## config.mk

```make
export PLATFORM = sky130hd
export DESIGN_NAME = ppc_front_flat
export DESIGN_NICKNAME = d
export VERILOG_FILES = /design/src/ppc_pkg.sv /design/src/ppc_if.sv /design/src/ppc_front.sv /design/src/flat_wrapper.sv
export SDC_FILE = /design/constraint.sdc
export NUM_CORES = 2
export LEC_CHECK = 0
export BUFFER_PORTS_ARGS = -buffer_cell sky130_fd_sc_hd__buf_2
export CAP_MARGIN = 20
export CORE_ASPECT_RATIO = 0.5
export CORE_UTILIZATION = 38
export CTS_BUF_LIST = sky130_fd_sc_hd__clkbuf_8 sky130_fd_sc_hd__clkbuf_16
export DETAILED_ROUTE_END_ITERATION = 12
export PLACE_DENSITY = 0.57
export SLEW_MARGIN = 20
export SYNTH_ARGS = -nofsm -noshare
export SYNTH_HDL_FRONTEND = slang
export SYNTH_SLANG_ARGS = --single-unit
export TNS_END_PERCENT = 100
```

## constraint.sdc

```tcl
create_clock -name clk_i -period 39.5 [get_ports clk_i]
set_input_delay 3.95 -clock clk_i [delete_from_list [all_inputs] [get_ports clk_i]]
set_output_delay 3.95 -clock clk_i [all_outputs]
set_load 0.03 [all_outputs]
```

## src/ppc_pkg.sv

```systemverilog
// ppc_pkg: shared types and constants of the polygon plane clipper
// used by the interfaces, the front, the queue, the back and the top level
`timescale 1ns / 1ps
package ppc_pkg;

  localparam int unsigned COORD_W   = 32;
  localparam int unsigned DOT_W     = 64;
  localparam int unsigned ACC_W     = 66;
  localparam int unsigned T_W       = 24;
  localparam int unsigned CFG_IDX_W = 3;
  localparam int unsigned Q_DEPTH   = 2;

  // configuration register indexes
  typedef enum logic [CFG_IDX_W-1:0] {
    REG_PLANE_A = 3'd0,
    REG_PLANE_B = 3'd1,
    REG_PLANE_C = 3'd2,
    REG_PLANE_D = 3'd3
  } cfg_reg_e;

  typedef logic [3:0][COORD_W-1:0] vec_t;

  // one classified vertex with the edge ends it needs
  typedef struct packed {
    vec_t             cur;
    logic [DOT_W-1:0] cur_dot;
    vec_t             prv;
    logic [DOT_W-1:0] prv_dot;
    vec_t             fst;
    logic [DOT_W-1:0] fst_dot;
    logic             mid;
    logic             fin;
  } job_t;

endpackage

```

## src/ppc_if.sv

```systemverilog
// ppc_if: handshake channels of the polygon plane clipper
// depends on ppc_pkg for widths
`timescale 1ns / 1ps
interface ppc_vtx_if;
  logic                        valid;
  logic                        ready;
  logic [ppc_pkg::COORD_W-1:0] in_x;
  logic [ppc_pkg::COORD_W-1:0] in_y;
  logic [ppc_pkg::COORD_W-1:0] in_z;
  logic [ppc_pkg::COORD_W-1:0] in_w;
  logic                        final_vertex;
  modport source (output valid, in_x, in_y, in_z, in_w, final_vertex, input ready);
  modport sink (input valid, in_x, in_y, in_z, in_w, final_vertex, output ready);
endinterface


interface ppc_cfg_if;
  logic                          valid;
  logic                          ready;
  logic [ppc_pkg::CFG_IDX_W-1:0] index;
  logic [ppc_pkg::COORD_W-1:0]   data;
  modport source (output valid, index, data, input ready);
  modport sink (input valid, index, data, output ready);
endinterface

```

## src/ppc_front.sv

```systemverilog
// ppc_front: takes vertex requests, forms the plane dot product, pushes jobs
// depends on ppc_pkg and ppc_if; holds the plane registers and polygon state
`timescale 1ns / 1ps
module ppc_front #(
  parameter int unsigned COORD_WIDTH = 32
) (
  input  logic            clk_i,
  input  logic            rst_ni,
  ppc_vtx_if.sink         vtx,
  ppc_cfg_if.sink         cfg,
  input  logic            q_full_i,
  output logic            q_wr_o,
  output ppc_pkg::job_t   q_data_o
);

  typedef enum logic [1:0] {F_IDLE, F_MAC, F_PUSH} fstate_e;

  fstate_e                            state_q;
  logic [2:0]                         cnt_q;
  logic                               mid_q;
  logic [3:0][ppc_pkg::COORD_W-1:0]   plane_q;
  ppc_pkg::vec_t                      vec_q, prv_q, fst_q;
  logic                               fin_q;
  logic signed [ppc_pkg::DOT_W-1:0]   prod_q;
  logic signed [ppc_pkg::ACC_W-1:0]   acc_q;
  logic [ppc_pkg::DOT_W-1:0]          prv_dot_q, fst_dot_q;
  logic [ppc_pkg::DOT_W-1:0]          dot;
  logic                               accept, push;

  function automatic logic [ppc_pkg::COORD_W-1:0] sx(input logic [ppc_pkg::COORD_W-1:0] v);
    logic signed [COORD_WIDTH-1:0] n;
    n = v[COORD_WIDTH-1:0];
    return ppc_pkg::COORD_W'(n);
  endfunction

  assign vtx.ready = (state_q == F_IDLE);
  assign cfg.ready = 1'b1;
  assign accept    = vtx.valid && vtx.ready;
  assign push      = (state_q == F_PUSH) && !q_full_i;
  assign q_wr_o    = push;

  // saturate the exact sum to 64 bits
  always_comb begin
    if (acc_q[65:63] == 3'b000 || acc_q[65:63] == 3'b111) begin
      dot = acc_q[63:0];
    end else if (acc_q[65]) begin
      dot = {1'b1, {(ppc_pkg::DOT_W-1){1'b0}}};
    end else begin
      dot = {1'b0, {(ppc_pkg::DOT_W-1){1'b1}}};
    end
  end

  // job towards the back
  always_comb begin
    q_data_o.cur     = vec_q;
    q_data_o.cur_dot = dot;
    q_data_o.prv     = prv_q;
    q_data_o.prv_dot = prv_dot_q;
    q_data_o.fst     = mid_q ? fst_q : vec_q;
    q_data_o.fst_dot = mid_q ? fst_dot_q : dot;
    q_data_o.mid     = mid_q;
    q_data_o.fin     = fin_q;
  end

  // sequencer and plane registers
  always_ff @(posedge clk_i or negedge rst_ni) begin
    if (!rst_ni) begin
      state_q <= F_IDLE;
      cnt_q   <= '0;
      mid_q   <= 1'b0;
      plane_q <= '0;
    end else begin
      if (cfg.valid) begin
        case (cfg.index)
          ppc_pkg::REG_PLANE_A: plane_q[0] <= cfg.data;
          ppc_pkg::REG_PLANE_B: plane_q[1] <= cfg.data;
          ppc_pkg::REG_PLANE_C: plane_q[2] <= cfg.data;
          ppc_pkg::REG_PLANE_D: plane_q[3] <= cfg.data;
          default: ;
        endcase
      end
      case (state_q)
        F_IDLE: begin
          if (accept) begin
            state_q <= F_MAC;
            cnt_q   <= '0;
          end
        end
        F_MAC: begin
          cnt_q <= cnt_q + 3'd1;
          if (cnt_q == 3'd4) begin
            state_q <= F_PUSH;
          end
        end
        F_PUSH: begin
          if (push) begin
            state_q <= F_IDLE;
            mid_q   <= !fin_q;
          end
        end
        default: state_q <= F_IDLE;
      endcase
    end
  end

  // vertex, products and polygon ends
  always_ff @(posedge clk_i) begin
    if (accept) begin
      vec_q[0] <= sx(vtx.in_x);
      vec_q[1] <= sx(vtx.in_y);
      vec_q[2] <= sx(vtx.in_z);
      vec_q[3] <= sx(vtx.in_w);
      fin_q    <= vtx.final_vertex;
      acc_q    <= '0;
    end
    if (state_q == F_MAC) begin
      if (cnt_q != 3'd4) begin
        prod_q <= $signed(plane_q[cnt_q[1:0]]) * $signed(vec_q[cnt_q[1:0]]);
      end
      if (cnt_q != 3'd0) begin
        acc_q <= acc_q + ppc_pkg::ACC_W'(prod_q);
      end
    end
    if (push) begin
      prv_q     <= vec_q;
      prv_dot_q <= dot;
      if (!mid_q) begin
        fst_q     <= vec_q;
        fst_dot_q <= dot;
      end
    end
  end

endmodule

```

## src/flat_wrapper.sv

```systemverilog
// flat-port wrapper written by rule: the top's interface ports become plain ports
module ppc_front_flat 
#(
  parameter int unsigned COORD_WIDTH = 32
)
  (clk_i, rst_ni, q_full_i, q_wr_o, q_data_o, vtx_valid, vtx_in_x, vtx_in_y, vtx_in_z, vtx_in_w, vtx_final_vertex, vtx_ready, cfg_valid, cfg_index, cfg_data, cfg_ready);
  ppc_vtx_if vtx_i ();
  ppc_cfg_if cfg_i ();
  input  logic clk_i;
  input  logic rst_ni;
  input  logic q_full_i;
  output logic q_wr_o;
  output ppc_pkg::job_t q_data_o;
  input wire logic [$bits(vtx_i.valid)-1:0] vtx_valid;
  input wire logic [$bits(vtx_i.in_x)-1:0] vtx_in_x;
  input wire logic [$bits(vtx_i.in_y)-1:0] vtx_in_y;
  input wire logic [$bits(vtx_i.in_z)-1:0] vtx_in_z;
  input wire logic [$bits(vtx_i.in_w)-1:0] vtx_in_w;
  input wire logic [$bits(vtx_i.final_vertex)-1:0] vtx_final_vertex;
  output wire logic [$bits(vtx_i.ready)-1:0] vtx_ready;
  input wire logic [$bits(cfg_i.valid)-1:0] cfg_valid;
  input wire logic [$bits(cfg_i.index)-1:0] cfg_index;
  input wire logic [$bits(cfg_i.data)-1:0] cfg_data;
  output wire logic [$bits(cfg_i.ready)-1:0] cfg_ready;
  assign vtx_i.valid = vtx_valid;
  assign vtx_i.in_x = vtx_in_x;
  assign vtx_i.in_y = vtx_in_y;
  assign vtx_i.in_z = vtx_in_z;
  assign vtx_i.in_w = vtx_in_w;
  assign vtx_i.final_vertex = vtx_final_vertex;
  assign vtx_ready = vtx_i.ready;
  assign cfg_i.valid = cfg_valid;
  assign cfg_i.index = cfg_index;
  assign cfg_i.data = cfg_data;
  assign cfg_ready = cfg_i.ready;
  ppc_front #(.COORD_WIDTH(COORD_WIDTH)) u_core (.clk_i(clk_i), .rst_ni(rst_ni), .vtx(vtx_i), .cfg(cfg_i), .q_full_i(q_full_i), .q_wr_o(q_wr_o), .q_data_o(q_data_o));
endmodule
```

## Yosys cells after proc, flatten, opt, wreduce, memory -nomap -nowiden

Cells that the tools add are included.

- Word-level logic and storage cells: 74
- Flip-flop bits (word level): 777
- Output and inout port bits: 581

- Mux-type cells: 17
- Multiply operators: 1
- Equal/unequal tests: 11
- Reduce and logical (&&, ||, !) cells: 18
- $lt $le $gt $ge: 1
- $add $sub $neg: 2

Operators by type and width:

| operator | number |
|---|---|
| two-way mux 66 bit | 3 |
| two-way mux 64 bit | 3 |
| binary-select mux 32 bit (select 2 bit) | 2 |
| two-way mux 128 bit | 1 |
| adder 66 x 64 -> 66 bit | 1 |
| multiplier 32 x 32 -> 64 bit | 1 |
| two-way mux 32 bit | 2 |
| AND reduction 2 bit | 7 |
| equality test 3 x 2 -> 1 bit, second input constant | 2 |
| equality test 3 bit, second input constant | 2 |
| zero test 3 bit | 2 |
| two-way mux 2 bit | 3 |
| one-hot mux 2 bit (3 select lines) | 1 |
| one-hot mux 3 bit (2 select lines) | 1 |
| inequality test 2 bit, second input constant | 2 |
| adder 3 x 1 -> 3 bit, second input constant | 1 |
| equality test 3 x 1 -> 1 bit, second input constant | 1 |
| less-than comparator 2 x 3 -> 1 bit, second input constant | 1 |
| two-way mux 3 bit | 1 |
| inequality test 3 bit, second input constant | 1 |
| AND reduction 3 bit | 1 |
| nonzero test 3 bit | 1 |
| equality test 2 x 1 -> 1 bit, second input constant | 1 |
| equality test 2 bit, second input constant | 1 |
| 6 further kinds | 8 |

## Logic depth before layout (Yosys ltp)

- Word-level depth: 5
- Gate-level depth with buffers: 37
- Gate-level depth less buffers: 32

## Worst setup path before layout

OpenSTA, ideal clock, no wires.

- Path type: input to output
- Start point: in q_full_i
- End point: out q_wr_o
- Setup slack: 3448 ps
- Stages: 1
- Data arrival time: 32102 ps
- Buffers on the path: 0
- Cell sequence: nor3b_1

- Word-level cells in the longest chain between the ends: 2

Ends and longest elaborated chain:

| what | RTL line | source |
|---|---|---|
| start: declaration | flat_wrapper.sv:11 | `input logic q_full_i;` |
| zero test 1 bit | ppc_front.sv:39 | `assign push = (state_q == F_PUSH) && !q_full_i;` |
| logical AND 1 bit | ppc_front.sv:39 |  |
| end: declaration | flat_wrapper.sv:12 | `output logic q_wr_o;` |

Every way passes these cells.

## Worst setup path after layout

- Start point: reg u_core.cnt_q[0]
- End point: reg u_core.prod_q[60] in the netlist's numbering (data pin)

- Word-level cells in the longest chain between the ends: 3
- Elaborated cells on any way between the ends: 5

Ends and longest elaborated chain:

| what | RTL line | source |
|---|---|---|
| start: declaration | ppc_front.sv:19 | `logic [2:0] cnt_q;` |
| start signal: assignment | ppc_front.sv:90 | `cnt_q <= cnt_q + 3'd1;` |
| binary-select mux 32 bit (select 2 bit) | ppc_front.sv:118 | `prod_q <= $signed(plane_q[cnt_q[1:0]]) * $signed(vec_q[cnt_q[1:0]]);` |
| two-way mux 32 bit (not written as such) | ppc_front.sv:118 |  |
| multiplier 32 x 32 -> 64 bit * | ppc_front.sv:118 |  |
| end signal: assignment | ppc_front.sv:118 |  |
| end: declaration | ppc_front.sv:24 | `logic signed [ppc_pkg::DOT_W-1:0] prod_q;` |

Mark *: on every way between the ends. The rest lies on a longest branch, timed or not. The select of a mux whose other input is x is not followed.
A chain may end at the register's enable or synchronous reset.

==> metrics.cfg <==
[final_layout]
instances_no_fill=9372
area_delta_synth_final_pct=13.6
final_common_cell=fa_1
drive_above_1_share_pct=19.9
mostFrequentLayoutCells=fa_1, inv_1, buf_2
final_nets=8410

[detailed_routing]
drc_errors=0
num_vias=48800
drt-pass1-iter-count=5
routed_wl_mm=228
wl_per_cell_um=24.3
via_per_inst=5.20
drt_iter0_drc=4311
drtAntennaViolNets=0

[synthesis]
mappedNetlistNets=7784
synth.yosys.seq_area_share_pct=32.1
async_flop_share_pct=17.2
synth_seq_cells=777
synth_edf_count=577
synthFlopType=edfxtp_1
ys_warn_count=0
ys_types=91
netlist_area_um2=68500
avgSynthCellArea_um2=10.9
syn_inst=6281

[clocking]
cts_root_buf=clkbuf_16
clock_latency_ps=740
postCtsHoldBufs=0
clk_pin_slew_ps=70
postCtsSetupBuffers=0
tritoncts=yes
clockBufferDepth=3
htree_levels=3
cts_inserted_buffers=78
cts_resized=0
cts_sinks=777

[global_routing]
grt_remaining_overflow=0
grt_pass1_vias=49300
grt_pass1_wl_mm=334
antenna_found_initial=24
grt_max_degree=103
grt_use_total_pct=24.9

[placement]
placed_cells=9213
gp_congestion=0.952
dp_hpwl_mm=177
io_buffer_count=748

[floorplan]
die_y_um=302
core_area_um2=178000
start_util_pct=38.5
die_x_um=603
io_pins=750
num_rows=109
die_area_um2=182000

[worst_setup_path]
required_ps=40000
cp-startpoint=u_core.cnt_q[0]
worstSetupStartpointType=register
crit_fanout=45
cp.buffers_inverters=7
path_class=register to register
max_stage_delay_ps=770
path_delay_family=adder cells
reg2reg_from=u_core.cnt_q[0]
endpoint_kind=register
crit_slowest_cell=o21a_1
path_common_cell=fa_1
arrival_ps=11310

[timing]
relSlewSlack_pct=19.3
fmax_ghz=0.0925
min_period_ps=10810
finalSetupTns_ps=0
setup_viol=0
hold_viol=0
final.period_utilization_pct=27.4
tightestPinTransition_ps=1210
finalClockSkew_ps=89.7
rsz0062_at_grt=false
drv_slew=0

[min_path]
worstHoldPathType=register to register
min_from=u_core.fin_q

[run]
maxCapViolations=0

[run_status]
outcome=completed

cell type report:
class	count	area (um^2)
flip-flops and latches	777	22000
well taps	2386	2990
multi-input cells	4165	41700
fillers	17000	100000
inverters	1021	3830
clock buffers	82	2010
repair buffers	864	4630
clock inverters	64	651
diodes	13	32.5
sequential cells by signal (all words and copies together), names as in the netlist:
| signal | flops |
|---|---|
| u_core.prod_q | 64 |
| u_core.fst_q | 128 |
| u_core.cnt_q | 3 |
| u_core.plane_q | 128 |
| u_core.fst_dot_q | 64 |
| u_core.fin_q | 1 |
| u_core.state_q | 2 |
| u_core.acc_q | 66 |
| u_core.prv_dot_q | 64 |
| u_core.mid_q | 1 |
| u_core.q_data_o | 256 |
per-layer routing:
| metal | vias up | part of all wire [%] | global-route usage (%) |
|---|---|---|---|
| met1 | 25000 | 45 | 36.4 |
| met4 | 10 | 2.4 | 5.46 |
| met3 | 322 | 11 | 8.20 |
| met2 | 2099 | 41 | 35.8 |
| li1 | 21300 | - | - |
| met5 | - | 0.027 | 0 |
kinds of logic after synthesis:
kind of cell	share of synthesized area (%)
buffers and inverters	7.39
other	0.00547
adders and majority gates	36.2
DFF	32.1
muxes	6.30
and+or+nand+nor	9.76
xor gates and xnor gates	1.52
AOI/OAI and AO/OA	6.67
final timing paths:
check / cells past startpoint / endpoint / slack [ps]
setup / recovery: 30 / u_core.prod_q[60] / 28690
hold / removal: 1 / u_core.mid_q / 460
setup reg to reg: 30 / u_core.prod_q[60] / 28690
hold reg to reg: 1 / u_core.mid_q / 460
max in group asynchronous: 2 / u_core.cnt_q[0] / 34770
min in group asynchronous: 1 / u_core.plane_q[34] / 3290
synth_stat cells, types with 6 or more instances:
library cell  count  area (um^2)
a211oi_1         13         97.6
a21boi_0          6         45.0
a21o_1           76          571
a21oi_1         139          696
a22o_1            9         78.8
a31oi_1          14         87.6
and2_1           35          219
and3_1           14         87.6
and4_1            7         61.3
buf_1            21         78.8
buf_2             7         35.0
clkbuf_1        283         1060
dfrtp_1         134         3350
dfxtp_1          66         1320
edfxtp_1        577        17300
fa_1           1083        21700
ha_1            251         3140
inv_1          1021         3830
mux2_2          314         3540
mux2i_1          58          581
mux4_2            9          203
nand2_1         743         2790
nand2b_1         25          156
nand3_1          27          135
nand4_1          25          156
nor2_1          698         2620
nor2b_1           6         37.5
nor3_1           11         55.1
o211ai_1         17          128
o21a_1           67          503
o21ai_0         130          651
o21ai_1          43          215
o21bai_1         33          248
o22ai_1           7         43.8
o31ai_1          69          518
or2_2            11         68.8
or3_1             8         50.1
xnor2_1          68          596
xor2_1           51          447
metrics by stage:
stage               instance area (um^2)  utilization [%]  hold WS [ps]  worst slack [ps]
CTS                                77800             43.7           464             28730
floorplan                          68500                -           421              3450
detailed placement                 75100             42.2           448             28800
global placement                   75100             42.2           457             28930
global route                       77800             43.7           501             28070
finish                             77800             43.8           458             28690
Power is not shown: default switching activity piles up to over one toggle a cycle in this logic, so the estimate is an artifact.
