[config.mk]
export PLATFORM = sky130hd
export DESIGN_NAME = ppc_back_flat
export DESIGN_NICKNAME = d
export VERILOG_FILES = /design/src/ppc_pkg.sv /design/src/ppc_if.sv /design/src/ppc_back.sv /design/src/flat_wrapper.sv
export SDC_FILE = /design/constraint.sdc
export NUM_CORES = 2
export LEC_CHECK = 0
export CELL_PAD_IN_SITES_DETAIL_PLACEMENT = 1
export CELL_PAD_IN_SITES_GLOBAL_PLACEMENT = 1
export CORE_MARGIN = 3
export CORE_UTILIZATION = 52
export DETAILED_ROUTE_END_ITERATION = 8
export DONT_BUFFER_PORTS = 1
export PLACE_DENSITY_LB_ADDON = 0.1
export SYNTH_ARGS = -nofsm -noshare
export SYNTH_HDL_FRONTEND = slang
export SYNTH_SLANG_ARGS = --single-unit
[constraint.sdc]
create_clock -name clk_i -period 100.3 [get_ports clk_i]
set_input_delay 20.06 -clock clk_i [delete_from_list [all_inputs] [get_ports clk_i]]
set_output_delay 20.06 -clock clk_i [all_outputs]
set_load 0.01 [all_outputs]
[src/ppc_pkg.sv]
// ppc_pkg: shared types and constants of the polygon plane clipper
// used by the interfaces, the front, the queue, the back and the top level
`timescale 1ns / 1ps
package ppc_pkg;

  localparam int unsigned COORD_W   = 32;
  localparam int unsigned DOT_W     = 64;
  localparam int unsigned ACC_W     = 66;
  localparam int unsigned T_W       = 24;
  localparam int unsigned CFG_IDX_W = 3;
  localparam int unsigned Q_DEPTH   = 2;

  // configuration register indexes
  typedef enum logic [CFG_IDX_W-1:0] {
    REG_PLANE_A = 3'd0,
    REG_PLANE_B = 3'd1,
    REG_PLANE_C = 3'd2,
    REG_PLANE_D = 3'd3
  } cfg_reg_e;

  typedef logic [3:0][COORD_W-1:0] vec_t;

  // one classified vertex with the edge ends it needs
  typedef struct packed {
    vec_t             cur;
    logic [DOT_W-1:0] cur_dot;
    vec_t             prv;
    logic [DOT_W-1:0] prv_dot;
    vec_t             fst;
    logic [DOT_W-1:0] fst_dot;
    logic             mid;
    logic             fin;
  } job_t;

endpackage

[src/ppc_if.sv]


interface ppc_res_if;
  logic                        valid;
  logic                        ready;
  logic [ppc_pkg::COORD_W-1:0] out_x;
  logic [ppc_pkg::COORD_W-1:0] out_y;
  logic [ppc_pkg::COORD_W-1:0] out_z;
  logic [ppc_pkg::COORD_W-1:0] out_w;
  logic                        vertex_present;
  logic                        polygon_done;
  logic                        polygon_kept;
  logic                        run_end;
  modport source (output valid, out_x, out_y, out_z, out_w, vertex_present,
                  polygon_done, polygon_kept, run_end, input ready);
  modport sink (input valid, out_x, out_y, out_z, out_w, vertex_present,
                polygon_done, polygon_kept, run_end, output ready);
endinterface


[src/ppc_back.sv]
// ppc_back: walks the edges of each job, divides and interpolates crossings
// depends on ppc_pkg and ppc_if; drives the result register
`timescale 1ns / 1ps
module ppc_back (
  input  logic          clk_i,
  input  logic          rst_ni,
  input  logic          q_empty_i,
  input  ppc_pkg::job_t q_data_i,
  output logic          q_rd_o,
  ppc_res_if.source     res
);

  typedef enum logic [2:0] {B_IDLE, B_RUN, B_DIV, B_MUL, B_ADD} bstate_e;

  // step codes, one bit each in the step mask
  localparam int unsigned E1_START = 0;
  localparam int unsigned E1_CROSS = 1;
  localparam int unsigned E2_START = 2;
  localparam int unsigned E2_CROSS = 3;
  localparam int unsigned STATUS   = 4;

  bstate_e                          state_q;
  logic [4:0]                       mask_q;
  logic [1:0]                       cnt_q;
  logic                             xrdy_q;
  logic [4:0]                       bit_q;
  logic [1:0]                       j_q;
  logic                             vld_q;
  ppc_pkg::job_t                    job_q;
  ppc_pkg::vec_t                    ov_q, iv_q, xr_q, ovec_q;
  logic [ppc_pkg::DOT_W-1:0]        rem_q, den_q;
  logic [ppc_pkg::T_W-1:0]          t_q;
  logic signed [57:0]               prod_q;
  logic                             pres_q, done_q, kept_q, end_q;

  logic [4:0]                       mask_in, mask_nxt, sel;
  logic                             pop, out_free, emit, need_div, pres;
  logic [1:0]                       cnt_nxt;
  ppc_pkg::vec_t                    evec, av, bv;
  logic [ppc_pkg::DOT_W-1:0]        da, db;
  logic [ppc_pkg::DOT_W:0]          rem_sh;
  logic                             take;
  logic [ppc_pkg::COORD_W-1:0]      qv;

  function automatic logic neg(input logic [ppc_pkg::DOT_W-1:0] d);
    return d[ppc_pkg::DOT_W-1];
  endfunction
  function automatic logic pos(input logic [ppc_pkg::DOT_W-1:0] d);
    return !d[ppc_pkg::DOT_W-1] && (d != '0);
  endfunction

  // step mask of an incoming job
  always_comb begin
    mask_in           = '0;
    mask_in[E1_START] = q_data_i.mid && !neg(q_data_i.prv_dot);
    mask_in[E1_CROSS] = q_data_i.mid &&
                        ((neg(q_data_i.prv_dot) && pos(q_data_i.cur_dot)) ||
                         (pos(q_data_i.prv_dot) && neg(q_data_i.cur_dot)));
    mask_in[E2_START] = q_data_i.fin && !neg(q_data_i.cur_dot);
    mask_in[E2_CROSS] = q_data_i.fin &&
                        ((neg(q_data_i.cur_dot) && pos(q_data_i.fst_dot)) ||
                         (pos(q_data_i.cur_dot) && neg(q_data_i.fst_dot)));
    mask_in[STATUS]   = q_data_i.fin && (mask_in[3:0] == 4'd0);
  end

  // lowest pending step and what it emits
  always_comb begin
    sel      = mask_q & (~mask_q + 5'd1);
    mask_nxt = mask_q & ~sel;
    need_div = (sel[E1_CROSS] || sel[E2_CROSS]) && !xrdy_q;
    out_free = !vld_q || res.ready;
    emit     = (state_q == B_RUN) && !need_div && out_free;
    pop      = (state_q == B_IDLE) && !q_empty_i;
    pres     = !sel[STATUS];
    cnt_nxt  = (pres && cnt_q != 2'd3) ? cnt_q + 2'd1 : cnt_q;
    if (sel[E1_START]) begin
      evec = job_q.prv;
    end else if (sel[E2_START]) begin
      evec = job_q.cur;
    end else if (sel[STATUS]) begin
      evec = '0;
    end else begin
      evec = xr_q;
    end
    if (sel[E1_CROSS]) begin
      av = job_q.prv;
      da = job_q.prv_dot;
      bv = job_q.cur;
      db = job_q.cur_dot;
    end else begin
      av = job_q.cur;
      da = job_q.cur_dot;
      bv = job_q.fst;
      db = job_q.fst_dot;
    end
  end

  // one restoring division step and the floor of the scaled product
  always_comb begin
    rem_sh = {rem_q, 1'b0};
    take   = rem_sh[ppc_pkg::DOT_W] || (rem_sh[ppc_pkg::DOT_W-1:0] >= den_q);
    qv     = ppc_pkg::COORD_W'(prod_q >>> ppc_pkg::T_W);
  end

  assign q_rd_o             = pop;
  assign res.valid          = vld_q;
  assign res.out_x          = ovec_q[0];
  assign res.out_y          = ovec_q[1];
  assign res.out_z          = ovec_q[2];
  assign res.out_w          = ovec_q[3];
  assign res.vertex_present = pres_q;
  assign res.polygon_done   = done_q;
  assign res.polygon_kept   = kept_q;
  assign res.run_end        = end_q;

  // sequencer and result valid
  always_ff @(posedge clk_i or negedge rst_ni) begin
    if (!rst_ni) begin
      state_q <= B_IDLE;
      mask_q  <= '0;
      cnt_q   <= '0;
      xrdy_q  <= 1'b0;
      bit_q   <= '0;
      j_q     <= '0;
      vld_q   <= 1'b0;
    end else begin
      if (emit) begin
        vld_q <= 1'b1;
      end else if (res.ready) begin
        vld_q <= 1'b0;
      end
      case (state_q)
        B_IDLE: begin
          if (pop) begin
            mask_q <= mask_in;
            xrdy_q <= 1'b0;
            if (!q_data_i.mid) cnt_q <= '0;
            if (mask_in != '0) state_q <= B_RUN;
          end
        end
        B_RUN: begin
          if (need_div) begin
            bit_q   <= '0;
            state_q <= B_DIV;
          end else if (emit) begin
            mask_q <= mask_nxt;
            cnt_q  <= cnt_nxt;
            xrdy_q <= 1'b0;
            if (mask_nxt == '0) state_q <= B_IDLE;
          end
        end
        B_DIV: begin
          bit_q <= bit_q + 5'd1;
          if (bit_q == 5'(ppc_pkg::T_W - 1)) begin
            j_q     <= '0;
            state_q <= B_MUL;
          end
        end
        B_MUL: state_q <= B_ADD;
        B_ADD: begin
          j_q <= j_q + 2'd1;
          if (j_q == 2'd3) begin
            xrdy_q  <= 1'b1;
            state_q <= B_RUN;
          end else begin
            state_q <= B_MUL;
          end
        end
        default: state_q <= B_IDLE;
      endcase
    end
  end

  // datapath and result payload
  always_ff @(posedge clk_i) begin
    if (pop) job_q <= q_data_i;
    if (state_q == B_RUN && need_div) begin
      if (neg(da)) begin
        ov_q  <= av;
        iv_q  <= bv;
        rem_q <= '0 - da;
        den_q <= db - da;
      end else begin
        ov_q  <= bv;
        iv_q  <= av;
        rem_q <= '0 - db;
        den_q <= da - db;
      end
      t_q <= '0;
    end
    if (state_q == B_DIV) begin
      rem_q <= take ? rem_sh[ppc_pkg::DOT_W-1:0] - den_q : rem_sh[ppc_pkg::DOT_W-1:0];
      t_q   <= {t_q[ppc_pkg::T_W-2:0], take};
    end
    if (state_q == B_MUL) begin
      prod_q <= $signed({1'b0, t_q}) *
                ($signed(33'(signed'(iv_q[j_q]))) - $signed(33'(signed'(ov_q[j_q]))));
    end
    if (state_q == B_ADD) begin
      xr_q[j_q] <= ov_q[j_q] + qv;
    end
    if (emit) begin
      ovec_q <= evec;
      pres_q <= pres;
      end_q  <= (mask_nxt == '0);
      done_q <= (mask_nxt == '0) && job_q.fin;
      kept_q <= (mask_nxt == '0) && job_q.fin && (cnt_nxt == 2'd3);
    end
  end

endmodule

[src/flat_wrapper.sv]
// flat-port wrapper written by rule: the top's interface ports become plain ports
module ppc_back_flat 
  (clk_i, rst_ni, q_empty_i, q_data_i, q_rd_o, res_valid, res_out_x, res_out_y, res_out_z, res_out_w, res_vertex_present, res_polygon_done, res_polygon_kept, res_run_end, res_ready);
  ppc_res_if res_i ();
  input  logic clk_i;
  input  logic rst_ni;
  input  logic q_empty_i;
  input  ppc_pkg::job_t q_data_i;
  output logic q_rd_o;
  output wire logic [$bits(res_i.valid)-1:0] res_valid;
  output wire logic [$bits(res_i.out_x)-1:0] res_out_x;
  output wire logic [$bits(res_i.out_y)-1:0] res_out_y;
  output wire logic [$bits(res_i.out_z)-1:0] res_out_z;
  output wire logic [$bits(res_i.out_w)-1:0] res_out_w;
  output wire logic [$bits(res_i.vertex_present)-1:0] res_vertex_present;
  output wire logic [$bits(res_i.polygon_done)-1:0] res_polygon_done;
  output wire logic [$bits(res_i.polygon_kept)-1:0] res_polygon_kept;
  output wire logic [$bits(res_i.run_end)-1:0] res_run_end;
  input wire logic [$bits(res_i.ready)-1:0] res_ready;
  assign res_valid = res_i.valid;
  assign res_out_x = res_i.out_x;
  assign res_out_y = res_i.out_y;
  assign res_out_z = res_i.out_z;
  assign res_out_w = res_i.out_w;
  assign res_vertex_present = res_i.vertex_present;
  assign res_polygon_done = res_i.polygon_done;
  assign res_polygon_kept = res_i.polygon_kept;
  assign res_run_end = res_i.run_end;
  assign res_i.ready = res_ready;
  ppc_back u_core (.clk_i(clk_i), .rst_ni(rst_ni), .q_empty_i(q_empty_i), .q_data_i(q_data_i), .q_rd_o(q_rd_o), .res(res_i));
endmodule
# Word level (Yosys, flattened, before mapping)
# Index checks and enable logic that the tools add are counted.
[word_totals] register_bits=1320 inputBits=582 out_inout_bits=134 elab_cells=189
[classes] addsub=11 mul=1 n_lt_le_gt_ge=3 n_eq_ne=18 muxes=52 bitwise=4 n_reduce_logical=53
[ops] operator="two-way mux 128 bit" n=7
[ops] operator="two-way mux 64 bit" n=7
[ops] operator="nonzero test 64 bit" n=3
[ops] operator="subtractor 64 bit" n=3
[ops] operator="binary-select mux 32 bit (select 2 bit)" n=2
[ops] operator="bitwise mux 128 bit" n=1
[ops] operator="subtractor 1 x 64 -> 64 bit (first input constant)" n=2
[ops] operator="two-way mux 32 bit" n=3
[ops] operator="demux 32 bit (select 2 bit)" n=1
[ops] operator="greater-or-equal comparator 64 bit" n=1
[ops] operator="multiplier 25 x 33 -> 56 bit" n=1
[ops] operator="two-way mux 24 bit" n=2
[ops] operator="subtractor 32 x 32 -> 33 bit" n=1
[ops] operator="adder 32 bit" n=1
[ops] operator="logical AND 1 bit" n=21
[ops] operator="two-way mux 5 bit" n=4
[ops] operator="case mux 5 bit (2 select lines)" n=2
[ops] operator="two-way mux 3 bit" n=6
[ops] operator="case mux 3 bit (5 select lines)" n=1
[ops] operator="AND reduction 5 bit" n=3
[ops] operator="two-way mux 2 bit" n=7
[ops] operator="adder 5 x 1 -> 5 bit (second input constant)" n=2
[ops] operator="bitwise AND 5 bit" n=2
[ops] operator="inequality test 2 bit (second input constant)" n=5
[ops] operator="other kinds (25)" n=54

# Depth between registers and ports, before layout
[depth] ltp_word=11 depth_mapped=45 ltp_nobuf=41

# Worst setup path after synthesis
# No wires, ideal clock.
[synth_path] path_kind="in2out" from="input q_empty_i" to="output q_rd_o" arrival_time_ns=74.592 required_time_ns=80.240 slack_ns=5.648 stages=1 n_path_buf=0 path_cell_list="nor4_1"
[synth_between] elab_chain_len=2
[synth_lines] element="start: declaration" line_no="flat_wrapper.sv:7" text="input logic q_empty_i;"
[synth_lines] element="logical NOT 1 bit" line_no="ppc_back.sv:73" text="pop = (state_q == B_IDLE) && !q_empty_i;"
[synth_lines] element="logical AND 1 bit" line_no="ppc_back.sv:73"
[synth_lines] element="end: declaration" line_no="flat_wrapper.sv:9" text="output logic q_rd_o;"
# Every way passes these cells.

# Worst setup path after layout
# Ends and elaborated chain as after synthesis.

==> results.md <==
Critical path:
- The critical path class is primary input to output pin.
- At the worst endpoint, the required time is between 80,000 and 90,000 ps.
- The critical-path cell with the highest stage delay is sky130_fd_sc_hd__buf_4.
- The logic depth of the worst register-to-register path is 37.
- The depth of the critical timing path with buffers and inverters included is 2.
- The peak per-stage delay on the critical path is roughly 380 ps.
- Data arrives at the worst endpoint at 20,660 ps.
- In this run the worst path has a maximum fanout of 4.
- Together, buffers and inverters on the worst path number 1.
- The startpoint type of the worst setup path is a primary input.
- The critical path endpoint category is an output pin.
- The signal on the critical path passes through nor4_2, buf_4.
- The cell class contributing the biggest share of worst-path delay is buffers and inverters.

Routing:
- The routed layout has 72,700 vias.
- The number of detailed-routing iterations run before antenna repair is 6.
- After detailed routing, the total wire length is 359 mm.
- The detailed router finished its first iteration with between 7,000 and 8,000 violations.
- In the final routed layout, each cell accounts on average for 31.6 um.
- Once detail routing completed, the nets flagged for antenna violations numbered 0.
- For this run, design rule violations remaining after detail routing come to 0.
- Dividing the detail-routed via count by the number of cells gives 6.41.

Layout:
- The net count of the finished layout is 10,600.
- The growth of design area from synthesis to finish is 7.80%.
- The share of final-layout standard cells stronger than drive strength 1 is 0.0554.

Clock network:
- The number of gates resized after CTS was 0.
- TritonCTS built the clock tree.
- The CTS clock-pin slew for the worst setup and hold paths is 60 ps.
- The number of clock sinks is between 1,000 and 1,500.
- In this run the number of H-tree levels came out at 4.
- The cell sitting at the root of the clock tree is a sky130_fd_sc_hd__clkbuf_16.
- The total of hold buffers inserted after clock tree synthesis is 0.
- TritonCTS created 141 clock buffers.
- The insertion delay of the later-clocked pin in the worst-skew pair is 850 ps.
- The longest clock path from root to sink contains 3 buffers.
- The number of setup buffers added after CTS is 0.

Timing:
- Across the routed clock network, the largest skew measured is roughly 75 ps.
- For the pin with the worst max-slew slack, the measured transition is 1360 ps.
- The setup violation total in the final timing report is 0.
- The final-layout setup total negative slack is 0 ps.
- The final critical-path required period is 40,720 ps.
- In this run the tightest slew margin relative to its limit is 0.0906.
- The part of the cycle the worst path needs is 0.406.
- Timing would allow up to between 20 and 25 MHz.
- The count of pins over their slew limit came to 0.
- Setup repair after global routing left no endpoint under its margin.
- The tightest hold path in the finished design has a slack of about 530 ps.
- The number of hold-slack violations in the final timing report is 0.

Die:
- The number of top-level pins is between 700 and 800.
- For this configuration, the core starts out at a cell density of 0.524.
- The area of the die is between 0.15 and 0.2 mm2.
- The floorplan has between 150 and 200 rows.
- The core region is ~0.18 mm2.
- From bottom edge to top edge, the die measures 433 um.
- The die extent in x is roughly 430 um.

Yosys:
- The yosys synthesis warning count is 0.
- The post-synthesis sequential area ratio is 0.409.
- In this run, synthesis inferred 1,277 flip-flops with an integrated enable.
- The distinct cell type count after synthesis is 95.
- The commonest cells after synthesis are sky130_fd_sc_hd__edfxtp_1, sky130_fd_sc_hd__inv_1, sky130_fd_sc_hd__nor2_1.
- The number of nets produced by synthesis is ~11,000.
- The synthesized area divided by synthesized cell count is 10.5 um2.
- The mapped netlist covers 0.0948 mm2.
- sky130_fd_sc_hd__edfxtp_1 is the most common cell in the netlist.
- Synthesis handed over a netlist of approximately 9,000 instances.
- The most used flip-flop cell after synthesis is sky130_fd_sc_hd__edfxtp_1.
- In this run, synthesis produced a sequential element count of 1,296.
- The synthesized design spends more area on one cell type than any other, namely sky130_fd_sc_hd__edfxtp_1.
- The share of the synthesized area in the top cell type is 0.404.
- By area the synthesized netlist is led by sky130_fd_sc_hd__edfxtp_1, sky130_fd_sc_hd__fa_1, sky130_fd_sc_hd__ha_1.
- Counting flops with an async set or reset pin after synthesis yields a share of 0.0147.

GRT:
- The initial antenna violation count is 24.
- The total congestion overflow after global routing is 0.
- The layer flagged by global routing as most heavily used is met2.
- The total global routing track utilization is 0.383.
- The met3 usage is 0.0741.
- The first global-routing pass estimated about 520 mm of wire.
- The number of global-route vias before repair is 77,300.
- Entering global routing, the biggest net connects 166 pins.
- The met1 capacity usage during global routing is 0.486.
- In the global route stage, met2 resource usage came out at 0.613.

Status:
- The flow ran to the end, and the final reports show no timing, DRC or antenna violations.

Worst hold path:
- The kind of path behind the tightest hold check is flop to flop.
- Along the worst hold path, the cell count comes to 1.

Placement:
- Routability-driven placement finished with a final weighted congestion of 0.979.
- Once detailed placement completed, the half-perimeter wirelength came to 269 mm.
- The total of buffers placed on input and output ports is 0.

Run:
- The number of max-cap violations is 0.
## layout by cell type, fill, tap and decap left out, types with 289 or more instances in the layout
cell type                  netlist  layout
sky130_fd_sc_hd__inv_1        1127    1125
sky130_fd_sc_hd__a21oi_1       521     520
sky130_fd_sc_hd__nor2_1        825     823
sky130_fd_sc_hd__o21ai_0       359     358
sky130_fd_sc_hd__and2_1        453     451
sky130_fd_sc_hd__ha_1          414     413
sky130_fd_sc_hd__o22ai_1       290     289
sky130_fd_sc_hd__nand2_1       799     795
sky130_fd_sc_hd__fa_1          786     785
sky130_fd_sc_hd__edfxtp_1     1277    1277
## stage by stage
step	utilization	cell area (um2)	worst slack, ps	cells
3_3_place_gp	0.538	97400	59570	11100
2_1_floorplan	-	94800	5650	9047
3_5_place_dp	0.538	97400	59590	11100
5_1_grt	0.565	102000	59560	11300
6_report	0.565	102000	59580	11300
4_1_cts	0.565	102000	59580	11300
## registers in the layout, summed over array words and instances, names as in the netlist, 2 cells and up
signal	flops
u_core.bit_q	5
u_core.cnt_q	2
u_core.den_q	64
u_core.iv_q	128
u_core.j_q	2
u_core.job_q	577
u_core.mask_q	5
u_core.ov_q	128
u_core.prod_q	32
u_core.rem_q	64
u_core.res.out_w	32
u_core.res.out_x	32
u_core.res.out_y	32
u_core.res.out_z	32
u_core.state_q	3
u_core.t_q	24
u_core.xr_q	128
## cells by family (layout without fill, tap and decap cells)
family / after synthesis / count (layout) / synth area share
and+or+nand+nor: 2717 / 2717 / 0.137
AOI/OAI and AO/OA: 1730 / 1730 / 0.111
buffers and inverters: 1593 / 1506 / 0.0636
DFF: 1296 / 1296 / 0.409
adders and majority gates: 1202 / 1202 / 0.221
xor gates and xnor gates: 285 / 285 / 0.0263
muxes: 224 / 224 / 0.0321
other: 0 / 16 / 0
## final timing paths
kind                                             startpoint                             to  slack (ps)
worst max-delay path                              q_empty_i                         q_rd_o       59580
worst min-delay path            u_core.cnt_q[0]$_DFFE_PN0P_    u_core.cnt_q[0]$_DFFE_PN0P_         530
worst max register to register    u_core.j_q[0]$_DFFE_PN0P_    u_core.prod_q[53]$_DFFE_PP_       86560
worst min register to register  u_core.cnt_q[0]$_DFFE_PN0P_    u_core.cnt_q[0]$_DFFE_PN0P_         530
max in group asynchronous                            rst_ni      u_core.j_q[1]$_DFFE_PN0P_       81260
min in group asynchronous                            rst_ni  u_core.state_q[2]$_DFFE_PN0P_       18920
## per-layer routing
layer  up-vias  share of wire
met5         -        0.00033
met4        16          0.069
met3       947          0.083
met2      3664           0.47
met1     37500           0.38
li1      30600              -
## final cells by class
cell class              instances  area, um2
fillers                     19200      78700
multi-input cells            6158      50400
flip-flops and latches       1296      38800
inverters                    1129       4240
clock buffers                 162       3610
well taps                    2370       2970
clock inverters                96       1210
repair buffers                119        918
diodes                         16       40.0
Power is left out: the tool's default activity adds up to more than one toggle a clock period on the data nets, which glitch-free logic cannot reach.
