<file path="config.mk">
export PLATFORM = sky130hd
export DESIGN_NAME = ppc_queue
export DESIGN_NICKNAME = d
export VERILOG_FILES = /design/src/ppc_pkg.sv /design/src/ppc_queue.sv
export SDC_FILE = /design/constraint.sdc
export NUM_CORES = 1
export LEC_CHECK = 0
export ABC_AREA = 1
export BUFFER_PORTS_ARGS = -buffer_cell sky130_fd_sc_hd__buf_2
export CAP_MARGIN = 20
export CORE_AREA = 2 2 455 457
export DETAILED_ROUTE_END_ITERATION = 6
export DIE_AREA = 0 0 457 459
export GPL_TIMING_DRIVEN = 0
export SLEW_MARGIN = 25
export SYNTH_ARGS = -nofsm -noshare
export SYNTH_HDL_FRONTEND = slang
export SYNTH_SLANG_ARGS = --single-unit
</file>
<file path="constraint.sdc">
create_clock -name clk_i -period 58.4 [get_ports clk_i]
set_clock_uncertainty 0.2 [all_clocks]
set_input_delay 0 -clock clk_i [delete_from_list [all_inputs] [get_ports clk_i]]
set_output_delay 0 -clock clk_i [all_outputs]
set_load 0.005 [all_outputs]
</file>
<file path="src/ppc_pkg.sv">
// ppc_pkg: shared types and constants of the polygon plane clipper
// used by the interfaces, the front, the queue, the back and the top level
`timescale 1ns / 1ps
package ppc_pkg;

  localparam int unsigned COORD_W   = 32;
  localparam int unsigned DOT_W     = 64;
  localparam int unsigned ACC_W     = 66;
  localparam int unsigned T_W       = 24;
  localparam int unsigned CFG_IDX_W = 3;
  localparam int unsigned Q_DEPTH   = 2;

  // configuration register indexes
  typedef enum logic [CFG_IDX_W-1:0] {
    REG_PLANE_A = 3'd0,
    REG_PLANE_B = 3'd1,
    REG_PLANE_C = 3'd2,
    REG_PLANE_D = 3'd3
  } cfg_reg_e;

  typedef logic [3:0][COORD_W-1:0] vec_t;

  // one classified vertex with the edge ends it needs
  typedef struct packed {
    vec_t             cur;
    logic [DOT_W-1:0] cur_dot;
    vec_t             prv;
    logic [DOT_W-1:0] prv_dot;
    vec_t             fst;
    logic [DOT_W-1:0] fst_dot;
    logic             mid;
    logic             fin;
  } job_t;

endpackage

</file>
<file path="src/ppc_queue.sv">
// ppc_queue: two-entry job queue between front and back
// depends on ppc_pkg for the job type
`timescale 1ns / 1ps
module ppc_queue (
  input  logic          clk_i,
  input  logic          rst_ni,
  input  logic          wr_i,
  input  ppc_pkg::job_t data_i,
  output logic          full_o,
  input  logic          rd_i,
  output ppc_pkg::job_t data_o,
  output logic          empty_o
);

  ppc_pkg::job_t mem_q [ppc_pkg::Q_DEPTH];
  logic          wp_q, rp_q;
  logic [1:0]    fill_q;

  assign full_o  = (fill_q == 2'(ppc_pkg::Q_DEPTH));
  assign empty_o = (fill_q == 2'd0);
  assign data_o  = mem_q[rp_q];

  // pointers and fill level
  always_ff @(posedge clk_i or negedge rst_ni) begin
    if (!rst_ni) begin
      wp_q   <= 1'b0;
      rp_q   <= 1'b0;
      fill_q <= '0;
    end else begin
      if (wr_i) wp_q <= !wp_q;
      if (rd_i) rp_q <= !rp_q;
      if (wr_i && !rd_i) begin
        fill_q <= fill_q + 2'd1;
      end else if (rd_i && !wr_i) begin
        fill_q <= fill_q - 2'd1;
      end
    end
  end

  // storage
  always_ff @(posedge clk_i) begin
    if (wr_i) mem_q[wp_q] <= data_i;
  end

endmodule

</file>
=== After elaboration in Yosys (flattened, before gate mapping) ===
Memories as Yosys holds them, arrays and structs flattened.
Index checks and enable logic that the tools add are counted.

* Output and inout port bits: 580
* Register bits after elaboration: 4
* Input bits: 582
* Memories kept: 1
* Word-level logic and storage cells: 19
* Memory bits (writable): 1156

* Add/sub/neg operators: 2
* Muxes and demuxes: 4
* Reduce and logical (&&, ||, !) cells: 8
* Equality and inequality tests: 1

{| class="wikitable"
|+ Memories
! name !! words !! bits a word !! rd ports !! clocked after memory_dff !! write ports !! line !! source
|-
| mem_q || 2 || 578 || 1 || 0 || 1 || ppc_queue.sv:15 || <nowiki>ppc_pkg::job_t mem_q [ppc_pkg::Q_DEPTH];</nowiki>
|}

{| class="wikitable"
|+ Operator list
! operator !! number
|-
| $logic_not 1->1 || 4
|-
| $mux 2 || 2
|-
| $add 2x1->2 const B || 1
|-
| $eq 2x2->1 const B || 1
|-
| $logic_and 1x1->1 || 2
|-
| $logic_not 2->1 || 1
|-
| $mux 1 || 2
|-
| $reduce_bool 2->1 || 1
|-
| $sub 2x1->2 const B || 1
|}

=== Longest topological paths before layout ===
Gate-level depths: netlist of the first run.

* Depth after elaboration: 4
* Mapped depth: 7
* Gate-level depth less buffers: 7

=== Worst setup path before layout of the first run ===
OpenSTA, ideal clock, no wires.

* Path kind: register to register
* From: reg wp_q
* To: mem mem_q[0][0] (netlist bit) (enable)
* Path buffers: 0
* Path slack: 32.329 ns
* Library setup time: 1.551 ns
* Period minus slack after synthesis: 26.071 ns
* Required time: 56.649 ns
* Data arrival time: 24.321 ns
* Cell stages (with the launch flop): 2
* Cells stage by stage: dfrtp_1 > nor2_1

{| class="wikitable"
|+ RTL lines
! what !! line !! source
|-
| start: declaration || ppc_queue.sv:16 || <nowiki>logic wp_q, rp_q;</nowiki>
|-
| start signal: assignment || ppc_queue.sv:30 || <nowiki>if (wr_i) wp_q <= !wp_q;</nowiki>
|-
| end: declaration || ppc_queue.sv:15 ||
|}

No word-level cell before the write port.

=== Final worst setup path of the first run ===
* From: reg wp_q
* To: mem mem_q[0][170] (netlist bit) (enable)

No word-level cell before the write port.

==> impl_metrics.csv, run 1 <==
group,metric,value,unit
drt,dr.pass1.iters,6,
critical_path,crit_type,"reg2reg",
placement,io_buffers,1161,
timing,timing.final.hold_violations,0,
drt,viasPerCell,4.00,
critical_path,start_kind,"register",
cells_and_area,instances_no_fill,7165,
drt,wl,166,mm
timing,timing.hold.ws,0.134,ns
clock_network,hold_buffers,1162,
power_and_ir_drop,power.total,2.89,mW
placement,place.gp.congestion,0.878,
timing,timing.final.crit_period,3.44,ns
run_status,status,"finished clean",
global_routing,antenna_found_initial,89,
timing,relSlewSlack,60.8,%
power_and_ir_drop,leakagePower,25.5,nW
job,max-cap-violations,0,
timing,rsz0062_at_grt,"no",
drt,via_count,28600,
timing,maxSlewViolCount,0,
clock_network,cts.sinks,1160,
cells_and_area,layout-drive-gt1-share,45.9,%
drt,dr.first_iter.drc_count,2359,
logic_synthesis,synth_edf_count,1156,
floorplanning,die_w,457,um
critical_path,startpoint,"wp_q$_DFFE_PN0P_",
power_and_ir_drop,power.density,42.4,nW/um^2
timing,fin_crit_sh,5.90,%
floorplanning,start_util,20.4,%
clock_network,clock_path_buffers,3,
power_and_ir_drop,comb_power_share,32.4,%
worst_hold_path,hold_path.class,"in2reg",
clock_network,cts-htree-levels,4,
critical_path,crit_required,58.65,ns
timing,worst_slew_pin_slew,0.588,ns
global_routing,grt_overflow,0,
logic_synthesis,synth_cells,1823,
logic_synthesis,synth.most_common_cell,"edfxtp_1",
power_and_ir_drop,irDropWorstVdd,29.4,uV
floorplanning,dieArea,210000,um^2
worst_hold_path,hp-start,"wr_i",
logic_synthesis,syn_avg_cell_area,23.1,um^2
critical_path,arrival,3.69,ns
clock_network,clockRootBuffer,"clkbuf_16",
timing,setup_viol,0,
floorplanning,ioPinCount,1162,
power_and_ir_drop,swShare,31.0,%
timing,fin_tns_setup,0,ns
cells_and_area,design_area,68200,um^2
floorplanning,die_h,459,um
clock_network,clk_pin_slew_worst_paths,0.06,ns
drt,wire_per_inst,23.1,um
logic_synthesis,async_reset_ff_share,0.345,%
logic_synthesis,yosys-top-cells-count,"edfxtp_1, mux2_2, buf_6",
power_and_ir_drop,p_sw,896,uW
timing,timing.final.ws_setup,54.96,ns
global_routing,grt_pass1_wl,225,mm
clock_network,cts_setup_buffers,0,
logic_synthesis,yosys.area.top_type,"edfxtp_1",
logic_synthesis,synth_area_leaders,"edfxtp_1, mux2_2, buf_6",
logic_synthesis,synth_seq_area_share,82.8,%
logic_synthesis,syn-num-nets,2406,
cells_and_area,nNetsFinal,4903,
timing,max_freq,290,MHz
clock_network,ctsResizeCount,0,
logic_synthesis,ys_ff_latch,1160,
cells_and_area,syn_to_final_growth,62.2,%
logic_synthesis,ys_warn_count,0,
placement,post-place-ws,54.94,ns
logic_synthesis,yosysUniqueCellTypes,14,
drt,drt_drc_violations_left,0,
placement,dpl.cell_count,5726,
global_routing,grt.total_usage,15.1,%
placement,hpwl,121,mm
clock_network,cts_buffers,132,
placement,placed_area,52200,um^2
clock_network,clk_latency,0.75,ns
critical_path,end_kind,"register",
cells_and_area,post-route-util,33.2,%
critical_path,crit_fanout,24,
critical_path,r2r-start,"wp_q$_DFFE_PN0P_",
logic_synthesis,synth_top_area_share,82.6,%
power_and_ir_drop,p_clk_share,28.3,%
drt,ant_nets,0,
global_routing,grt_max_degree,91,
power_and_ir_drop,intPower,1.99,mW
logic_synthesis,synth_ff_type,"edfxtp_1",
floorplanning,num_rows,167,
floorplanning,core_area,206000,um^2
global_routing,first_global_vias,30100,
clock_network,cts_tree,"done",
power_and_ir_drop,power_frac_seq,39.2,%
logic_synthesis,syn_area,42000,um^2
sequential cells by signal (all words and copies together), names as in the netlist:
| name | flops |
|---|---|
| mem_q | 1156 |
| fill_q | 2 |
| rp_q | 1 |
| wp_q | 1 |
logic make-up (layout without fill, tap and decap cells):
kind of cell	count (synthesis)	after routing	synth area share (%)
xor+xnor	3	3	0.0625
fa+ha+maj	1	1	0.0298
buf+inv	71	2661	1.49
flops	1160	1160	82.8
mux	578	578	15.5
other cells	0	48	0
simple gates	10	10	0.0982
worst paths after layout:
check	end	slack, ns	cells after the start
max	mem_q[0][170]$_DFFE_PP_	54.96	11
min	mem_q[0][64]$_DFFE_PP_	0.13	4
max reg2reg	mem_q[0][170]$_DFFE_PP_	54.96	11
min reg2reg	fill_q[1]$_DFFE_PN0P_	0.30	2
max in group asynchronous	rp_q$_DFFE_PN0P_	57.26	4
min in group asynchronous	fill_q[0]$_DFFE_PN0P_	0.53	4
critical path, cell delays in order, from the launching register on:
cell,delay (ns)
dfrtp_1,0.43
nor2_4,0.41
buf_16,0.21
buf_12,0.21
buf_16,0.20
buf_16,0.19
buf_12,0.21
buf_12,0.20
buf_12,0.20
buf_12,0.21
buf_12,0.20
buf_16,0.18
routing by layer:
metal	vias to the layer above	GRT usage [%]	routed length, um
li1	12400	-	-
met1	14300	17.0	62000
met2	1541	24.3	76500
met3	329	7.26	20000
met4	46	6.64	6730
met5	-	0	295
final cells by class:
type                            instances  area [um^2]
Fill cell                           19500       137000
Sequential cell                      1160        34800
Timing Repair Buffer                 2363        18400
Multi-Input combinational cell        592         6600
Clock buffer                          160         3430
Tap cell                             2704         3380
Clock inverter                         67          800
Buffer                                 64          598
Antenna cell                           48          120
Inverter                                7         33.8
layout by cell type, fill, tap and decap left out:
cell,count
edfxtp_1,1156
clkbuf_1,27
buf_12,15
clkinv_4,7
inv_16,2
clkinvlp_4,5
xor2_1,2
buf_6,44
diode_2,48
inv_1,6
nand4_1,1
buf_16,23
buf_2,1180
dlygate4sd3_1,1164
nand2_1,5
bufinv_16,10
clkinv_2,12
dfrtp_1,4
clkinv_16,3
nor2_4,1
inv_6,6
buf_4,1
inv_8,1
clkinv_1,16
xnor2_1,1
nand3_1,1
ha_1,1
clkinv_8,6
mux2_2,578
nor2_1,2
clkbuf_16,133
power groups by stage:
| stage | clock (mW) | combinational, mW | sequential (mW) |
|---|---|---|---|
| floorplan | 0 | 0.402 | 1.28 |
| CTS | 0.840 | 0.954 | 1.13 |
| detailed placement | 0 | 0.882 | 1.15 |
| global placement | 0 | 0.838 | 1.39 |
| finish | 0.819 | 0.938 | 1.13 |
| global route | 0.872 | 1.00 | 1.15 |
(Power assumes the default switching activity.)
==> run 2, diff against run 1 <==
--- a/config.mk
+++ b/config.mk
@@ -8,9 +8,9 @@
 export ABC_AREA = 1
 export BUFFER_PORTS_ARGS = -buffer_cell sky130_fd_sc_hd__buf_2
 export CAP_MARGIN = 20
-export CORE_AREA = 2 2 455 457
+export CORE_AREA = 2 2 456 458
 export DETAILED_ROUTE_END_ITERATION = 6
-export DIE_AREA = 0 0 457 459
+export DIE_AREA = 0 0 458 460
 export GPL_TIMING_DRIVEN = 0
 export SLEW_MARGIN = 25
 export SYNTH_ARGS = -nofsm -noshare
==> constraint.sdc (replaced) <==
create_clock -name clk_i -period 3.1 [get_ports clk_i]
set_clock_uncertainty 0.2 [all_clocks]
set_input_delay 0 -clock clk_i [delete_from_list [all_inputs] [get_ports clk_i]]
set_output_delay 0 -clock clk_i [all_outputs]
set_load 0.005 [all_outputs]
==> impl_metrics.csv, run 2 (synthesis gave the netlist of run 1 again) <==
group,metric,value,unit
placement,io_buffers,1161,
timing,timing.final.ws_setup,0.160,ns
timing,timing.final.crit_period,2.94,ns
timing,timing.final.hold_violations,0,
timing,setup_viol,0,
power_and_ir_drop,leakagePower,25.7,nW
drt,via_count,28600,
critical_path,cp_common_cell,"buf_2",
power_and_ir_drop,p_clk_share,28.6,%
critical_path,crit_fanout,10,
power_and_ir_drop,power.total,55.3,mW
cells_and_area,layout_commonest_cell,"buf_2",
drt,wire_per_inst,23.4,um
drt,dr.first_iter.drc_count,2085,
timing,maxSlewViolCount,0,
timing,relSlewSlack,67.3,%
floorplanning,die_w,458,um
global_routing,grt.total_usage,15.4,%
timing,max_freq,340,MHz
floorplanning,num_rows,167,
job,max-cap-violations,0,
drt,ant_nets,0,
cells_and_area,fillerInstances,19500,
power_and_ir_drop,comb_power_share,32.7,%
drt,wl,169,mm
power_and_ir_drop,power_frac_seq,38.6,%
global_routing,grt_max_degree,31,
power_and_ir_drop,intPower,38.2,mW
drt,dr.pass1.iters,6,
cells_and_area,multi_input_area,6600,um^2
placement,post-place-ws,-0.250,ns
cells_and_area,layout-drive-gt1-share,46.3,%
run_status,status,"finished clean",
power_and_ir_drop,power.density,806,nW/um^2
drt,drt_drc_violations_left,0,
power_and_ir_drop,swShare,31.0,%
placement,dpl.cell_count,5742,
critical_path,arrival,2.74,ns
critical_path,worst-r2r-cell-count,9,
timing,fin_crit_sh,94.8,%
drt,viasPerCell,3.98,
critical_path,cp_slowest_cell,"buf_2",
worst_hold_path,hold_path.class,"in2reg",
critical_path,crit_type,"reg2out",
critical_path,r2r-end,"mem_q[1][196]$_DFFE_PP_",
critical_path,max_stage_delay,0.50,ns
cells_and_area,syn_to_final_growth,63.3,%
worst_hold_path,min_delay_worst_endpoint,"mem_q[0][128]$_DFFE_PP_",
placement,hpwl,126,mm
critical_path,ff2ff_setup_slack,0.20,ns
cells_and_area,nNetsFinal,4918,
clock_network,clk_latency,0.76,ns
global_routing,first_global_vias,30000,
critical_path,r2r-start,"wp_q$_DFFE_PN0P_",
floorplanning,die_h,460,um
critical_path,crit_required,2.90,ns
clock_network,clockRootBuffer,"clkbuf_16",
cells_and_area,instances_no_fill,7187,
power_and_ir_drop,irDropWorstVdd,540,uV
power_and_ir_drop,p_sw,17.1,mW
worst_hold_path,hp-start,"wr_i",
timing,rsz0062_at_grt,"no",
cells_and_area,regMostFlops,"mem_q",
cells_and_area,final_cell_mix,"buf_2, dlygate4sd3_1, edfxtp_1",
clock_network,cts_buffers,131,
timing,worst_slew_pin_slew,0.490,ns
critical_path,critical_path.cell_chain,"buf_4 > buf_2 > mux2_2 > buf_2",
clock_network,cts-htree-levels,4,
clock_network,cts_tree,"done",
global_routing,antenna_found_initial,79,
floorplanning,core_area,206000,um^2
placement,place.gp.congestion,0.836,
cells_and_area,largest_reg_flops,1156,
floorplanning,start_util,20.4,%
floorplanning,dieArea,211000,um^2
floorplanning,ioPinCount,1162,
critical_path,start_kind,"register",
worst_hold_path,hold_depth,5,
cells_and_area,ff_latch_area,34800,um^2
cells_and_area,top_regs,"mem_q (1156), fill_q (2)",
timing,fin_tns_setup,0,ns
clock_network,cts.sinks,1160,
clock_network,clk_pin_slew_worst_paths,0.06,ns
global_routing,grt_pass1_wl,227,mm
global_routing,grt_overflow,0,
clock_network,clock_path_buffers,3,
critical_path,end_kind,"primary output",
critical_path,startpoint,"rp_q$_DFFE_PN0P_",
==> run 2: worst max path at each step <==
stage                                    to  slack, ns  cells past startpoint
finish                           data_o[52]       0.16                      4
global route                     data_o[52]       0.04                      4
CTS                              data_o[52]      0.004                      4
detailed placement  mem_q[1][331]$_DFFE_PP_      -0.25                     10
global placement    mem_q[1][240]$_DFFE_PP_     -12.87                      2
floorplan             mem_q[1][0]$_DFFE_PP_      -6.69                      2
==> run 2: cell type report <==
cell class / instances / share of cell area [%]
buffer: 64 / 0.908
inverter: 7 / 0.0438
multi-input combinational: 592 / 9.61
timing repair buffer: 2379 / 27.3
sequential: 1160 / 50.7
clock inverter: 79 / 1.31
tap: 2704 / 4.93
antenna: 43 / 0.157
clock buffer: 159 / 5.05
==> run 2: critical path, delay by kind of cell (launching register included) <==
| family | cells | cell delay (ns) |
|---|---|---|
| buffers and inverters | 3 | 1.07 |
| DFF | 1 | 0.46 |
| muxes | 1 | 0.40 |
==> run 2: per-layer routing <==
layer | share of wire (%) | global-route usage, %
met5 | 0.077 | 0
met4 | 3.6 | 5.72
met3 | 11 | 6.36
met2 | 47 | 25.3
met1 | 39 | 17.8
==> run 2: through the flow <==
stage	hold slack, ns	area [um^2]	utilization [%]
after floorplan	-0.496	42000	-
after global placement	-0.388	51200	24.9
after detailed placement	-0.390	52500	25.5
after CTS	0.0687	68500	33.3
after global routing	0.137	68600	33.3
final	0.199	68600	33.3
==> run 2: timing repair <==
action / CTS / global route
gates resized for setup: 8 / 1
endpoints found under the setup margin: 623 / 28
pin swaps: 1 / 0
hold buffers: 1163 / 0
setup buffers: 2 / 0
endpoints found under the hold margin: 1465 / 0
==> run 2: power groups by stage <==
stage	clock network [mW]	logic (mW)	registers [mW]
4_1_cts	16.2	18.3	21.3
6_report	15.8	18.1	21.4
2_1_floorplan	0	7.06	21.6
3_5_place_dp	0	16.9	21.6
3_3_place_gp	0	13.1	20.5
5_1_grt	16.9	19.2	21.6
==> run 3, diff against run 2 <==
==> constraint.sdc (replaced) <==
create_clock -name clk_i -period 2.5 [get_ports clk_i]
set_clock_uncertainty 0.2 [all_clocks]
set_input_delay 0 -clock clk_i [delete_from_list [all_inputs] [get_ports clk_i]]
set_output_delay 0 -clock clk_i [all_outputs]
set_load 0.005 [all_outputs]
==> impl_metrics.csv, run 3 (synthesis gave the netlist of run 1 again) <==
group,metric,value,unit
run_status,status,"finished with violations",
run_status,violations,"negative setup slack",
drt,wire_per_inst,24.7,um
cells_and_area,top_regs,"mem_q (1156), fill_q (2)",
cells_and_area,post-route-util,35.1,%
drt,drt_drc_violations_left,0,
floorplanning,num_rows,167,
timing,setup_viol,425,
global_routing,grt_max_degree,57,
clock_network,cts-htree-levels,4,
critical_path,crit_fanout,7,
clock_network,clock_path_buffers,3,
timing,fin_crit_sh,104,%
critical_path,arrival,2.41,ns
global_routing,grt.total_usage,15.8,%
critical_path,critical_path.cell_chain,"buf_12 > buf_16 > buf_16 > buf_16 > mux2_4 > buf_6",
timing,worst_slew_pin_slew,0.369,ns
clock_network,cts_buffers,131,
critical_path,crit_required,2.30,ns
power_and_ir_drop,power_frac_seq,35.4,%
timing,fin_tns_setup,-15.11,ns
cells_and_area,largest_reg_flops,1156,
worst_hold_path,hold_path.class,"in2reg",
cells_and_area,syn_to_final_growth,71.9,%
cells_and_area,nNetsFinal,4955,
critical_path,critPathTopFamily,"buffers and inverters",
cells_and_area,ff_latch_area,34800,um^2
cells_and_area,final_cell_mix,"dlygate4sd3_1, edfxtp_1, buf_2",
power_and_ir_drop,p_sw,23.0,mW
clock_network,clockRootBuffer,"clkbuf_16",
timing,timing.final.crit_period,2.61,ns
global_routing,grtUsageMet3,6.59,%
power_and_ir_drop,intPower,52.1,mW
timing,rsz0062_at_grt,"yes",
drt,ant_nets,0,
placement,hpwl,126,mm
global_routing,grt_pass1_wl,233,mm
cells_and_area,regMostFlops,"mem_q",
global_routing,grt_overflow,0,
power_and_ir_drop,comb_power_share,38.4,%
placement,place.gp.congestion,0.836,
drt,via_count,29100,
cells_and_area,design_area,72200,um^2
floorplanning,dieArea,211000,um^2
global_routing,grt_use_met2,26.0,%
cells_and_area,multi_input_area,7390,um^2
power_and_ir_drop,swShare,30.6,%
floorplanning,die_h,460,um
clock_network,clk_latency,0.76,ns
cells_and_area,layout-drive-gt1-share,46.8,%
placement,placed_area,52500,um^2
drt,viasPerCell,4.03,
floorplanning,core_area,206000,um^2
power_and_ir_drop,p_clk_share,26.2,%
critical_path,cp_slowest_cell,"dfrtp_2",
floorplanning,ioPinCount,1162,
global_routing,antenna_found_initial,80,
power_and_ir_drop,irDropWorstVdd,672,uV
critical_path,cp_num_buf_inv,5,
job,max-cap-violations,0,
power_and_ir_drop,leakagePower,27.7,nW
critical_path,max_stage_delay,0.41,ns
cells_and_area,fillerInstances,19000,
drt,wl,178,mm
floorplanning,start_util,20.4,%
clock_network,cts.sinks,1160,
critical_path,end_kind,"primary output",
global_routing,met1_usage,18.3,%
timing,timing.final.ws_setup,-0.112,ns
global_routing,first_global_vias,30500,
drt,dr.pass1.iters,5,
drt,dr.first_iter.drc_count,2338,
timing,maxSlewViolCount,0,
timing,timing.final.hold_violations,0,
power_and_ir_drop,power.density,1040,nW/um^2
critical_path,cp_common_cell,"buf_16",
placement,io_buffers,1161,
critical_path,start_kind,"register",
floorplanning,die_w,458,um
clock_network,cts_tree,"done",
global_routing,busiest_layer,"met2",
timing,max_freq,383,MHz
clock_network,clk_pin_slew_worst_paths,0.06,ns
cells_and_area,layout_commonest_cell,"dlygate4sd3_1",
timing,relSlewSlack,75.4,%
critical_path,crit_type,"reg2out",
[run 3: cell count changes in the layout (fill, tap and decap cells not counted), moves of 18 or more]
cell,change
buf_12,+41
mux2_4,+211
mux2_2,-211
buf_2,-224
buf_16,+18
buf_6,+170
[run 3: layer usage]
metal	part of all wire [%]	up-vias
li1	-	12500
met1	38	14700
met2	47	1524
met3	11	339
met4	3.8	24
met5	0.086	-
[run 3: worst reg2reg max path, delay by kind of cell, from the launching register on]
family | cells | cell delay, ns
and+or+nand+nor | 1 | 0.15
DFF | 1 | 0.42
buffers and inverters | 7 | 1.40
[run 3: power groups by stage]
stage,clock network [mW],registers (mW),logic [mW]
after floorplan,0,25.9,8.32
after global placement,0,24.8,15.7
after detailed placement,0,26.8,21.0
after CTS,20.1,26.5,26.4
after global routing,20.9,26.8,30.2
final,19.7,26.6,28.8
[run 3: layout make-up]
class,instances,share of cell area [%]
Antenna cell,45,0.156
Buffer,63,1.68
Clock buffer,159,4.80
Clock inverter,79,1.24
Inverter,7,0.0416
Multi-Input combinational cell,592,10.2
Sequential cell,1160,48.2
Tap cell,2704,4.68
Timing Repair Buffer,2417,29.0
[run 3: path summary, 6_finish.rpt]
check,start,endpoint,slack [ns],cells after the start
setup / recovery,rp_q$_DFFE_PN0P_,data_o[493],-0.11,6
hold / removal,wr_i,mem_q[0][546]$_DFFE_PP_,0.21,5
setup reg to reg,wp_q$_DFFE_PN0P_,mem_q[0][225]$_DFFE_PP_,0.01,8
hold reg to reg,fill_q[1]$_DFFE_PN0P_,fill_q[1]$_DFFE_PN0P_,0.32,2
max in group asynchronous,rst_ni,rp_q$_DFFE_PN0P_,1.39,4
min in group asynchronous,rst_ni,wp_q$_DFFE_PN0P_,0.52,4
[run 3: repair_timing]
action,CTS,global route
buffers inserted,11,8
pin swaps,1,1
endpoints found under the hold margin,1509,0
hold buffers,1163,0
setup endpoints to repair,1116,743
gates resized for setup,352,304
cloned,20,13
[run 3: through the flow]
stage | total power, mW | hold WS, ns | instances | setup slack, ns
after CTS | 73.0 | 0.0674 | 7167 | -0.258
after detailed placement | 47.8 | -0.390 | 5742 | -0.850
after global routing | 78.0 | 0.154 | 7202 | -0.238
after floorplan | 34.2 | -0.496 | 1823 | -7.29
final | 75.1 | 0.210 | 7226 | -0.112
after global placement | 40.5 | -0.388 | 5688 | -13.47
